==> src/rtl/dd_pkg.sv <==
// Shared types and constants for the deadlock detector.
package dd_pkg;

    localparam int DATA_W     = 8;
    localparam int WORK_W     = 13;
    localparam int PIDX_W     = 4;
    localparam int RIDX_W     = 3;
    localparam int NP_CFG_W   = 5;
    localparam int NR_CFG_W   = 4;
    localparam int CFG_DATA_W = 5;
    localparam int CFG_IDX_W  = 1;

    localparam logic [WORK_W-1:0] WORK_MAX = 13'd8191;

    localparam logic [NP_CFG_W-1:0] NUM_PROC_RST = 5'd16;
    localparam logic [NR_CFG_W-1:0] NUM_RES_RST  = 4'd8;

    typedef enum logic [1:0] {
        CMD_LOAD_MATRIX = 2'd0,
        CMD_LOAD_AVAIL  = 2'd1,
        CMD_DETECT      = 2'd2,
        CMD_NOP         = 2'd3
    } cmd_e_t;

    typedef enum logic [CFG_IDX_W-1:0] {
        CFG_NUM_PROC = 1'b0,
        CFG_NUM_RES  = 1'b1
    } cfg_idx_t;

    typedef enum logic [1:0] {
        WOP_NONE = 2'd0,
        WOP_COPY = 2'd1,
        WOP_ADD  = 2'd2
    } work_op_t;

    typedef struct packed {
        logic     avail_we;
        work_op_t op;
    } work_ctrl_t;

endpackage

==> src/rtl/dd_ram.sv <==
// Generic single-write, single-read RAM with registered read data.
module dd_ram #(
    parameter int WIDTH = 16,
    parameter int DEPTH = 128
) (
    input  logic                                 aclk,
    input  logic                                 we,
    input  logic [(DEPTH > 1 ? $clog2(DEPTH) : 1)-1:0] waddr,
    input  logic [WIDTH-1:0]                     wdata,
    input  logic [(DEPTH > 1 ? $clog2(DEPTH) : 1)-1:0] raddr,
    output logic [WIDTH-1:0]                     rdata
);

    logic [WIDTH-1:0] mem_reg [DEPTH];
    logic [WIDTH-1:0] rdata_reg;

    always_ff @(posedge aclk) begin
        if (we) begin
            mem_reg[waddr] <= wdata;
        end
        rdata_reg <= mem_reg[raddr];
    end

    assign rdata = rdata_reg;

endmodule

==> src/rtl/dd_work.sv <==
// Available and work vectors with the shared compare and saturating-add unit.
module dd_work #(
    parameter int MAX_RES = 8
) (
    input  logic                                       aclk,
    input  logic                                       aresetn,
    input  dd_pkg::work_ctrl_t                         ctrl,
    input  logic [(MAX_RES > 1 ? $clog2(MAX_RES) : 1)-1:0] idx,
    input  logic [dd_pkg::DATA_W-1:0]                  avail_wdata,
    input  logic [dd_pkg::DATA_W-1:0]                  alloc,
    input  logic [dd_pkg::DATA_W-1:0]                  request,
    output logic                                       fits
);
    import dd_pkg::*;

    logic [DATA_W-1:0] avail_reg [MAX_RES];
    logic [WORK_W-1:0] work_reg  [MAX_RES];
    logic [WORK_W:0]   sum;
    logic [WORK_W-1:0] sat_sum;

    assign fits    = WORK_W'(request) <= work_reg[idx];
    assign sum     = (WORK_W + 1)'(work_reg[idx]) + (WORK_W + 1)'(alloc);
    assign sat_sum = sum[WORK_W] ? WORK_MAX : sum[WORK_W-1:0];

    always_ff @(posedge aclk) begin
        if (ctrl.avail_we) begin
            avail_reg[idx] <= avail_wdata;
        end
    end

    always_ff @(posedge aclk) begin
        if (!aresetn) begin
            for (int i = 0; i < MAX_RES; i++) begin
                work_reg[i] <= '0;
            end
        end else begin
            unique case (ctrl.op)
                WOP_COPY: work_reg[idx] <= WORK_W'(avail_reg[idx]);
                WOP_ADD:  work_reg[idx] <= sat_sum;
                default: ;
            endcase
        end
    end

endmodule

==> src/rtl/deadlock_detection.sv <==
// Deadlock detector top level: load path, detection sequencer and result register.
//
// Matrix and available loads are written when accepted, one per clock while s_ready is
// high. A detect command holds s_ready low while a sequencer walks the allocation/request
// RAM through its single registered read port, a read and an evaluate state per entry:
// a zero-allocation scan over all NP*NR entries marks unallocated processes finished;
// each pass checks every process, compares each unfinished one's requests with work and,
// if all fit, adds its allocation; passes repeat until one finishes nothing. NP results
// follow, one per cycle while m_ready is high, from an output register.
module deadlock_detection #(
    parameter int MAX_PROC = 16,
    parameter int MAX_RES  = 8
) (
    input  logic                            aclk,
    input  logic                            aresetn,
    input  logic                            cfg_we,
    input  logic [dd_pkg::CFG_IDX_W-1:0]    cfg_index,
    input  logic [dd_pkg::CFG_DATA_W-1:0]   cfg_wdata,
    input  logic                            s_valid,
    output logic                            s_ready,
    input  logic [1:0]                      s_cmd,
    input  logic [dd_pkg::PIDX_W-1:0]       s_process_index,
    input  logic [dd_pkg::RIDX_W-1:0]       s_resource_index,
    input  logic [dd_pkg::DATA_W-1:0]       s_alloc_value,
    input  logic [dd_pkg::DATA_W-1:0]       s_request_value,
    input  logic [dd_pkg::DATA_W-1:0]       s_available_value,
    output logic                            m_valid,
    input  logic                            m_ready,
    output logic [dd_pkg::PIDX_W-1:0]       m_proc_id,
    output logic                            m_deadlocked,
    output logic                            m_any_deadlock,
    output logic                            m_last
);
    import dd_pkg::*;

    localparam int PW    = $clog2(MAX_PROC);
    localparam int PCW   = $clog2(MAX_PROC + 1);
    localparam int RW    = MAX_RES > 1 ? $clog2(MAX_RES) : 1;
    localparam int RCW   = $clog2(MAX_RES + 1);
    localparam int DEPTH = MAX_PROC * MAX_RES;
    localparam int AW    = DEPTH > 1 ? $clog2(DEPTH) : 1;

    typedef enum logic [3:0] {
        S_IDLE,
        S_INIT_RD,
        S_INIT_EV,
        S_SCAN_CHK,
        S_CMP_RD,
        S_CMP_EV,
        S_ADD_RD,
        S_ADD_EV,
        S_NEXT,
        S_OUT
    } state_t;

    state_t                state_reg;
    logic [NP_CFG_W-1:0]   num_proc_reg;
    logic [NR_CFG_W-1:0]   num_res_reg;
    logic [PCW-1:0]        np_reg;
    logic [RCW-1:0]        nr_reg;
    logic [PCW-1:0]        p_reg;
    logic [RCW-1:0]        r_reg;
    logic [MAX_PROC-1:0]   finished_reg;
    logic                  zero_reg;
    logic                  fits_reg;
    logic                  progress_reg;
    logic                  any_reg;
    logic                  m_valid_reg;
    logic [PIDX_W-1:0]     m_proc_id_reg;
    logic                  m_deadlocked_reg;
    logic                  m_any_reg;
    logic                  m_last_reg;

    logic                  s_xfer;
    logic                  proc_ok;
    logic                  res_ok;
    logic                  mat_we;
    logic [AW-1:0]         mat_waddr;
    logic [AW-1:0]         mat_raddr;
    logic [2*DATA_W-1:0]   mat_rdata;
    logic [DATA_W-1:0]     rd_alloc;
    logic [DATA_W-1:0]     rd_request;
    logic [RW-1:0]         w_idx;
    work_ctrl_t            w_ctrl;
    logic                  w_fits;
    logic                  r_last;
    logic                  p_last;
    logic [PCW-1:0]        p_inc;
    logic [RCW-1:0]        r_inc;
    logic [PCW-1:0]        np_clamp;
    logic [RCW-1:0]        nr_clamp;
    logic                  zero_n;
    logic                  fits_n;

    assign s_ready   = state_reg == S_IDLE;
    assign s_xfer    = s_valid && s_ready;
    assign proc_ok   = 32'(s_process_index) < MAX_PROC;
    assign res_ok    = 32'(s_resource_index) < MAX_RES;
    assign mat_we    = s_xfer && s_cmd == CMD_LOAD_MATRIX && proc_ok && res_ok;
    assign mat_waddr = AW'(32'(s_process_index) * MAX_RES + 32'(s_resource_index));
    assign mat_raddr = AW'(32'(p_reg[PW-1:0]) * MAX_RES + 32'(r_reg[RW-1:0]));
    assign rd_alloc   = mat_rdata[2*DATA_W-1:DATA_W];
    assign rd_request = mat_rdata[DATA_W-1:0];

    assign p_inc  = p_reg + 1'b1;
    assign r_inc  = r_reg + 1'b1;
    assign p_last = p_inc == np_reg;
    assign r_last = r_inc == nr_reg;
    assign zero_n = zero_reg && rd_alloc == '0;
    assign fits_n = fits_reg && w_fits;

    assign np_clamp = num_proc_reg == '0 ? PCW'(1) :
                      32'(num_proc_reg) > MAX_PROC ? PCW'(MAX_PROC) : PCW'(num_proc_reg);
    assign nr_clamp = num_res_reg == '0 ? RCW'(1) :
                      32'(num_res_reg) > MAX_RES ? RCW'(MAX_RES) : RCW'(num_res_reg);

    assign w_idx = state_reg == S_IDLE ? RW'(s_resource_index) : r_reg[RW-1:0];

    always_comb begin
        w_ctrl.avail_we = s_xfer && s_cmd == CMD_LOAD_AVAIL && res_ok;
        if (state_reg == S_INIT_EV && p_reg == '0) begin
            w_ctrl.op = WOP_COPY;
        end else if (state_reg == S_ADD_EV) begin
            w_ctrl.op = WOP_ADD;
        end else begin
            w_ctrl.op = WOP_NONE;
        end
    end

    dd_ram #(
        .WIDTH (2 * DATA_W),
        .DEPTH (DEPTH)
    ) u_mat (
        .aclk  (aclk),
        .we    (mat_we),
        .waddr (mat_waddr),
        .wdata ({s_alloc_value, s_request_value}),
        .raddr (mat_raddr),
        .rdata (mat_rdata)
    );

    dd_work #(
        .MAX_RES (MAX_RES)
    ) u_work (
        .aclk        (aclk),
        .aresetn     (aresetn),
        .ctrl        (w_ctrl),
        .idx         (w_idx),
        .avail_wdata (s_available_value),
        .alloc       (rd_alloc),
        .request     (rd_request),
        .fits        (w_fits)
    );

    always_ff @(posedge aclk) begin
        if (!aresetn) begin
            num_proc_reg <= NUM_PROC_RST;
            num_res_reg  <= NUM_RES_RST;
        end else if (cfg_we) begin
            unique case (cfg_idx_t'(cfg_index))
                CFG_NUM_PROC: num_proc_reg <= cfg_wdata[NP_CFG_W-1:0];
                CFG_NUM_RES:  num_res_reg  <= cfg_wdata[NR_CFG_W-1:0];
                default: ;
            endcase
        end
    end

    always_ff @(posedge aclk) begin
        if (!aresetn) begin
            state_reg    <= S_IDLE;
            np_reg       <= PCW'(1);
            nr_reg       <= RCW'(1);
            p_reg        <= '0;
            r_reg        <= '0;
            finished_reg <= '0;
            zero_reg     <= 1'b1;
            fits_reg     <= 1'b1;
            progress_reg <= 1'b0;
            any_reg      <= 1'b0;
            m_valid_reg  <= 1'b0;
        end else begin
            unique case (state_reg)
                S_IDLE: begin
                    if (s_xfer && s_cmd == CMD_DETECT) begin
                        np_reg    <= np_clamp;
                        nr_reg    <= nr_clamp;
                        p_reg     <= '0;
                        r_reg     <= '0;
                        zero_reg  <= 1'b1;
                        state_reg <= S_INIT_RD;
                    end
                end
                S_INIT_RD: state_reg <= S_INIT_EV;
                S_INIT_EV: begin
                    if (r_last) begin
                        finished_reg[p_reg[PW-1:0]] <= zero_n;
                        r_reg    <= '0;
                        zero_reg <= 1'b1;
                        if (p_last) begin
                            p_reg        <= '0;
                            progress_reg <= 1'b0;
                            any_reg      <= 1'b0;
                            state_reg    <= S_SCAN_CHK;
                        end else begin
                            p_reg     <= p_inc;
                            state_reg <= S_INIT_RD;
                        end
                    end else begin
                        zero_reg  <= zero_n;
                        r_reg     <= r_inc;
                        state_reg <= S_INIT_RD;
                    end
                end
                S_SCAN_CHK: begin
                    r_reg    <= '0;
                    fits_reg <= 1'b1;
                    if (finished_reg[p_reg[PW-1:0]]) begin
                        state_reg <= S_NEXT;
                    end else begin
                        state_reg <= S_CMP_RD;
                    end
                end
                S_CMP_RD: state_reg <= S_CMP_EV;
                S_CMP_EV: begin
                    if (r_last) begin
                        r_reg <= '0;
                        if (fits_n) begin
                            state_reg <= S_ADD_RD;
                        end else begin
                            any_reg   <= 1'b1;
                            state_reg <= S_NEXT;
                        end
                    end else begin
                        fits_reg  <= fits_n;
                        r_reg     <= r_inc;
                        state_reg <= S_CMP_RD;
                    end
                end
                S_ADD_RD: state_reg <= S_ADD_EV;
                S_ADD_EV: begin
                    if (r_last) begin
                        finished_reg[p_reg[PW-1:0]] <= 1'b1;
                        progress_reg <= 1'b1;
                        state_reg    <= S_NEXT;
                    end else begin
                        r_reg     <= r_inc;
                        state_reg <= S_ADD_RD;
                    end
                end
                S_NEXT: begin
                    if (!p_last) begin
                        p_reg     <= p_inc;
                        state_reg <= S_SCAN_CHK;
                    end else if (progress_reg) begin
                        p_reg        <= '0;
                        progress_reg <= 1'b0;
                        any_reg      <= 1'b0;
                        state_reg    <= S_SCAN_CHK;
                    end else begin
                        p_reg            <= '0;
                        m_valid_reg      <= 1'b1;
                        m_proc_id_reg    <= '0;
                        m_deadlocked_reg <= !finished_reg[0];
                        m_any_reg        <= any_reg;
                        m_last_reg       <= np_reg == PCW'(1);
                        state_reg        <= S_OUT;
                    end
                end
                S_OUT: begin
                    if (m_ready) begin
                        if (m_last_reg) begin
                            m_valid_reg <= 1'b0;
                            state_reg   <= S_IDLE;
                        end else begin
                            p_reg            <= p_inc;
                            m_proc_id_reg    <= PIDX_W'(p_inc);
                            m_deadlocked_reg <= !finished_reg[p_inc[PW-1:0]];
                            m_last_reg       <= (p_inc + 1'b1) == np_reg;
                        end
                    end
                end
                default: state_reg <= S_IDLE;
            endcase
        end
    end

    assign m_valid        = m_valid_reg;
    assign m_proc_id      = m_proc_id_reg;
    assign m_deadlocked   = m_deadlocked_reg;
    assign m_any_deadlock = m_any_reg;
    assign m_last         = m_last_reg;

endmodule

==> config.mk <==
export PLATFORM = sky130hd
export DESIGN_NAME = deadlock_detection
export DESIGN_NICKNAME = d
export VERILOG_FILES = /design/src/rtl/dd_pkg.sv /design/src/rtl/dd_ram.sv /design/src/rtl/dd_work.sv /design/src/rtl/deadlock_detection.sv
export SDC_FILE = /design/constraint.sdc
export NUM_CORES = 2
export LEC_CHECK = 0
export ABC_CLOCK_PERIOD_IN_PS = 4900
export BUFFER_PORTS_ARGS = -buffer_cell sky130_fd_sc_hd__buf_2
export CAP_MARGIN = 5
export CORE_AREA = 2 2 285 569
export CTS_CLUSTER_DIAMETER = 80
export DETAILED_ROUTE_END_ITERATION = 10
export DIE_AREA = 0 0 287 571
export PLACE_DENSITY = 0.78
export SYNTH_ARGS = -nofsm -noshare
export SYNTH_HDL_FRONTEND = slang
export SYNTH_SLANG_ARGS = --single-unit
==> constraint.sdc <==
create_clock -name aclk -period 4.9 [get_ports aclk]
set_clock_uncertainty 0.05 [all_clocks]
set_input_delay 0.245 -clock aclk [delete_from_list [all_inputs] [get_ports aclk]]
set_output_delay 0.245 -clock aclk [all_outputs]
set_load 0.02 [all_outputs]
==> impl_results.md <==
- Status: complete, no violations
- Syn_area_per_cell: 21.1 um2
- Hold_sp: s_alloc_value[0]
- Max stage delay on crit path: 0.59 ns
- CTS buffer count: 189
- Ys async rst share: 0%
- Hpwl dp: 132000 um
- Congestion Overflow GR: 0
- Most common cell after layout, fill and taps aside: edfxtp_1
- Leakage: 0.0314 uW
- Final worst-path cycle share: 94.4%
- Die width: 287 um
- Overall power: 38500 uW
- Synthesized instance count: 4290
- Syn Std Cell Area: 0.0906 mm2
- Max-cap violations: 0
- Drt pass-1 iters: 6
- Critical-path cell list: buf_4 -> o41a_1 -> a21oi_2 -> buf_4 -> nand2_1 -> o22ai_1 -> nor2_1 -> and2_1 -> ha_1 -> nor2b_1 -> o21ai_0 -> a21oi_1 -> o21a_1 -> o21a_1 -> xnor2_1 -> a21oi_1
- CTS tree: done
- Final Routed Wirelength: 237000 um
- Routed wire per std cell: 34.6 um
- CP Data Arrival Time: 5.09 ns
- Fill cells: 10200
- Setup violators final: 0
- Pins Over Slew Limit: 0
- H-tree levels: 4
- Detail Route Antenna Nets: 0
- Number of global-route vias before repair: 47200
- Worst-path maximum fanout: 19
- Slowest CP cell: xnor2_1
- Largest family of logic cells by synthesized area: multiplexers
- Setup CP Type: reg -> reg
- Met1 Use GR: 38.1%
- Core area: 0.160 mm2
- Final hold viol count: 0
- Area growth, synth to finish: 11.9%
- First-pass GRT wire length: 340000 um
- Die area: 0.164 mm2
- Rel. slew slack: 23.4%
- Grt met3 use: 4.91%
- Final min period: 4.63 ns
- Commonest non-fill, non-tap cells in the layout: edfxtp_1, mux4_2, nor2_1, buf_4, nand2_1
- Syn nets: 4356
- Critical Path Source Type: flip-flop
- Synth Warn #: 0
- Multiplexer area fraction after synthesis: 17.4%
- Worst hold margin: 0.0315 ns
- Share of layout cells above drive strength 1: 27.6%
- Vias per cell: 6.85
- Clock sink total: 2291
- # port buffers: 52
- CP startpoint: state_reg[3]
- Seq/Total Area, Yosys: 75.2%
- Initial antenna violation count: 10
- Largest net degree at the start of global routing: 113
- GRT Resource Usage Total: 29.3%
- 1st-iter DRT viols: 6896
- Root buf cell: clkbuf_16
- Maximum vdd drop: 0.440 mV
- I/O Pins: 53
- Vias: 47000
- Adder-cell share of the synthesized area: 0.312%
- Die height: 571 um
- Worst-Margin Slew: 1.14 ns
- Row count: 208
- Grt peak-use layer: met2
- Max Fclk: 216 MHz
- Yosys reg bits: 2291
- DRC: 0
- Xor/xnor cell area share of the yosys netlist: 0.217%
- Ys flop type: edfxtp_1
- Met2 GRT Util: 48.3%
- Setup crit end kind: flip-flop
- Power Dens Cells: 380 mW/mm2
- Max reg flops: 2048
- RePlAce Congestion: 0.896
- FF-to-FF Start: state_reg[3]
- Compound-gate portion of the synthesized area: 2.28%
- Worst EP required: 5.37 ns
- Worst min path class: in -> reg
- Post-synthesis simple-gate area fraction: 3.46%
- Worst-Skew Late Latency: 0.83 ns
- Post-synth EDFFs: 2223
- NumNets Final: 4657
- Synth cell types: 87
- Worst-case clock buffer depth: 3
- Clk pin slew, worst setup/hold paths: 0.07 ns
- Initial Utilization: 56.7%
==> stage by stage <==
step                TNS, ns  cell area, um2  utilization [%]  setup slack, ns  cells
floorplan                 0           90600                -          0.00920   4290
global placement          0           94600             59.2            0.236   6461
detailed placement        0           94600             59.2            0.261   6461
CTS                       0          101000             63.4            0.206   6851
global route        -0.0229          101000             63.4          -0.0117   6855
finish                    0          101000             63.4            0.272   6861
==> final timing paths <==
kind | to | slack (ns) | cells after the start
setup / recovery | u_work.work_reg[1][8] | 0.27 | 16
hold / removal | u_mat.mem_reg[30][8] | 0.03 | 1
setup reg to reg | u_work.work_reg[1][8] | 0.27 | 16
hold reg to reg | m_any_deadlock | 0.40 | 0
==> cell type report <==
cell class	count	area, um2	area share, %
repair buffers	339	2720	2.68
clock inverters	129	1360	1.34
flip-flops and latches	2291	68100	67.2
clock buffers	225	4950	4.88
inverters	31	126	0.125
diodes	7	17.5	0.0173
well taps	2100	2630	2.59
multi-input cells	1739	21400	21.1
==> cell usage after synthesis, types with 5 or more instances <==
cell	count	area, um2
edfxtp_1	2223	66800
mux4_2	666	15000
nor2_1	257	965
nand2_1	199	747
clkbuf_1	115	432
a21oi_1	87	435
buf_1	72	270
nor3_1	70	350
dfxtp_1	68	1360
mux2i_1	54	541
buf_2	35	175
nand3_1	31	155
o22ai_1	28	175
inv_1	26	97.6
o21ai_0	26	130
nand2b_1	25	156
nor3b_1	23	173
ha_1	21	263
and3_1	14	87.6
and2_1	13	81.3
mux2_2	13	146
nor2b_1	13	81.3
a211oi_1	12	90.1
a21o_1	12	90.1
xnor2_1	10	87.6
a22oi_1	9	67.6
o21a_1	9	67.6
a221oi_1	8	70.1
a311oi_4	8	210
xor2_1	8	70.1
nand3b_1	7	52.6
nand4_1	7	43.8
a311oi_1	6	52.6
a31oi_1	6	37.5
or3_1	6	37.5
a32o_1	5	50.1
nor4_1	5	31.3
o211ai_1	5	37.5
o221ai_1	5	43.8
==> power by group <==
group / internal [uW] / switching, uW / leakage [uW] / total (uW)
registers: 21500 / 31.4 / 0.0207 / 21500
clock network: 8530 / 7000 / 0.00306 / 15500
logic: 407 / 985 / 0.00771 / 1390
==> cell families after synthesis <==
| family | Yosys count |
|---|---|
| simple gates | 686 |
| flops | 2291 |
| compound gates | 275 |
| xor+xnor | 20 |
| fa+ha+maj | 22 |
| buf+inv | 261 |
| mux | 735 |
==> what timing repair did <==
| item | in CTS | in global routing |
|---|---|---|
| setup endpoints to repair | 0 | 16 |
| resized for setup | 0 | 3 |
| hold buffers | 36 | 0 |
| hold endpoints to repair | 461 | 0 |
| setup buffers | 0 | 2 |
==> critical path: cells and delay by family (launching register included) <==
family	cells	cell delay [ns]
AOI/OAI and AO/OA	8	1.87
DFF	1	0.35
buffers and inverters	2	0.54
and+or+nand+nor	4	0.57
xor gates and xnor gates	1	0.59
adders and majority gates	1	0.33
==> per-layer routing <==
layer	vias up	wire [um]
li1	18500	-
met5	-	69
met4	8	13500
met2	3423	120000
met1	24400	80500
met3	618	23400
No activity file was read; power rests on OpenSTA's default activity.
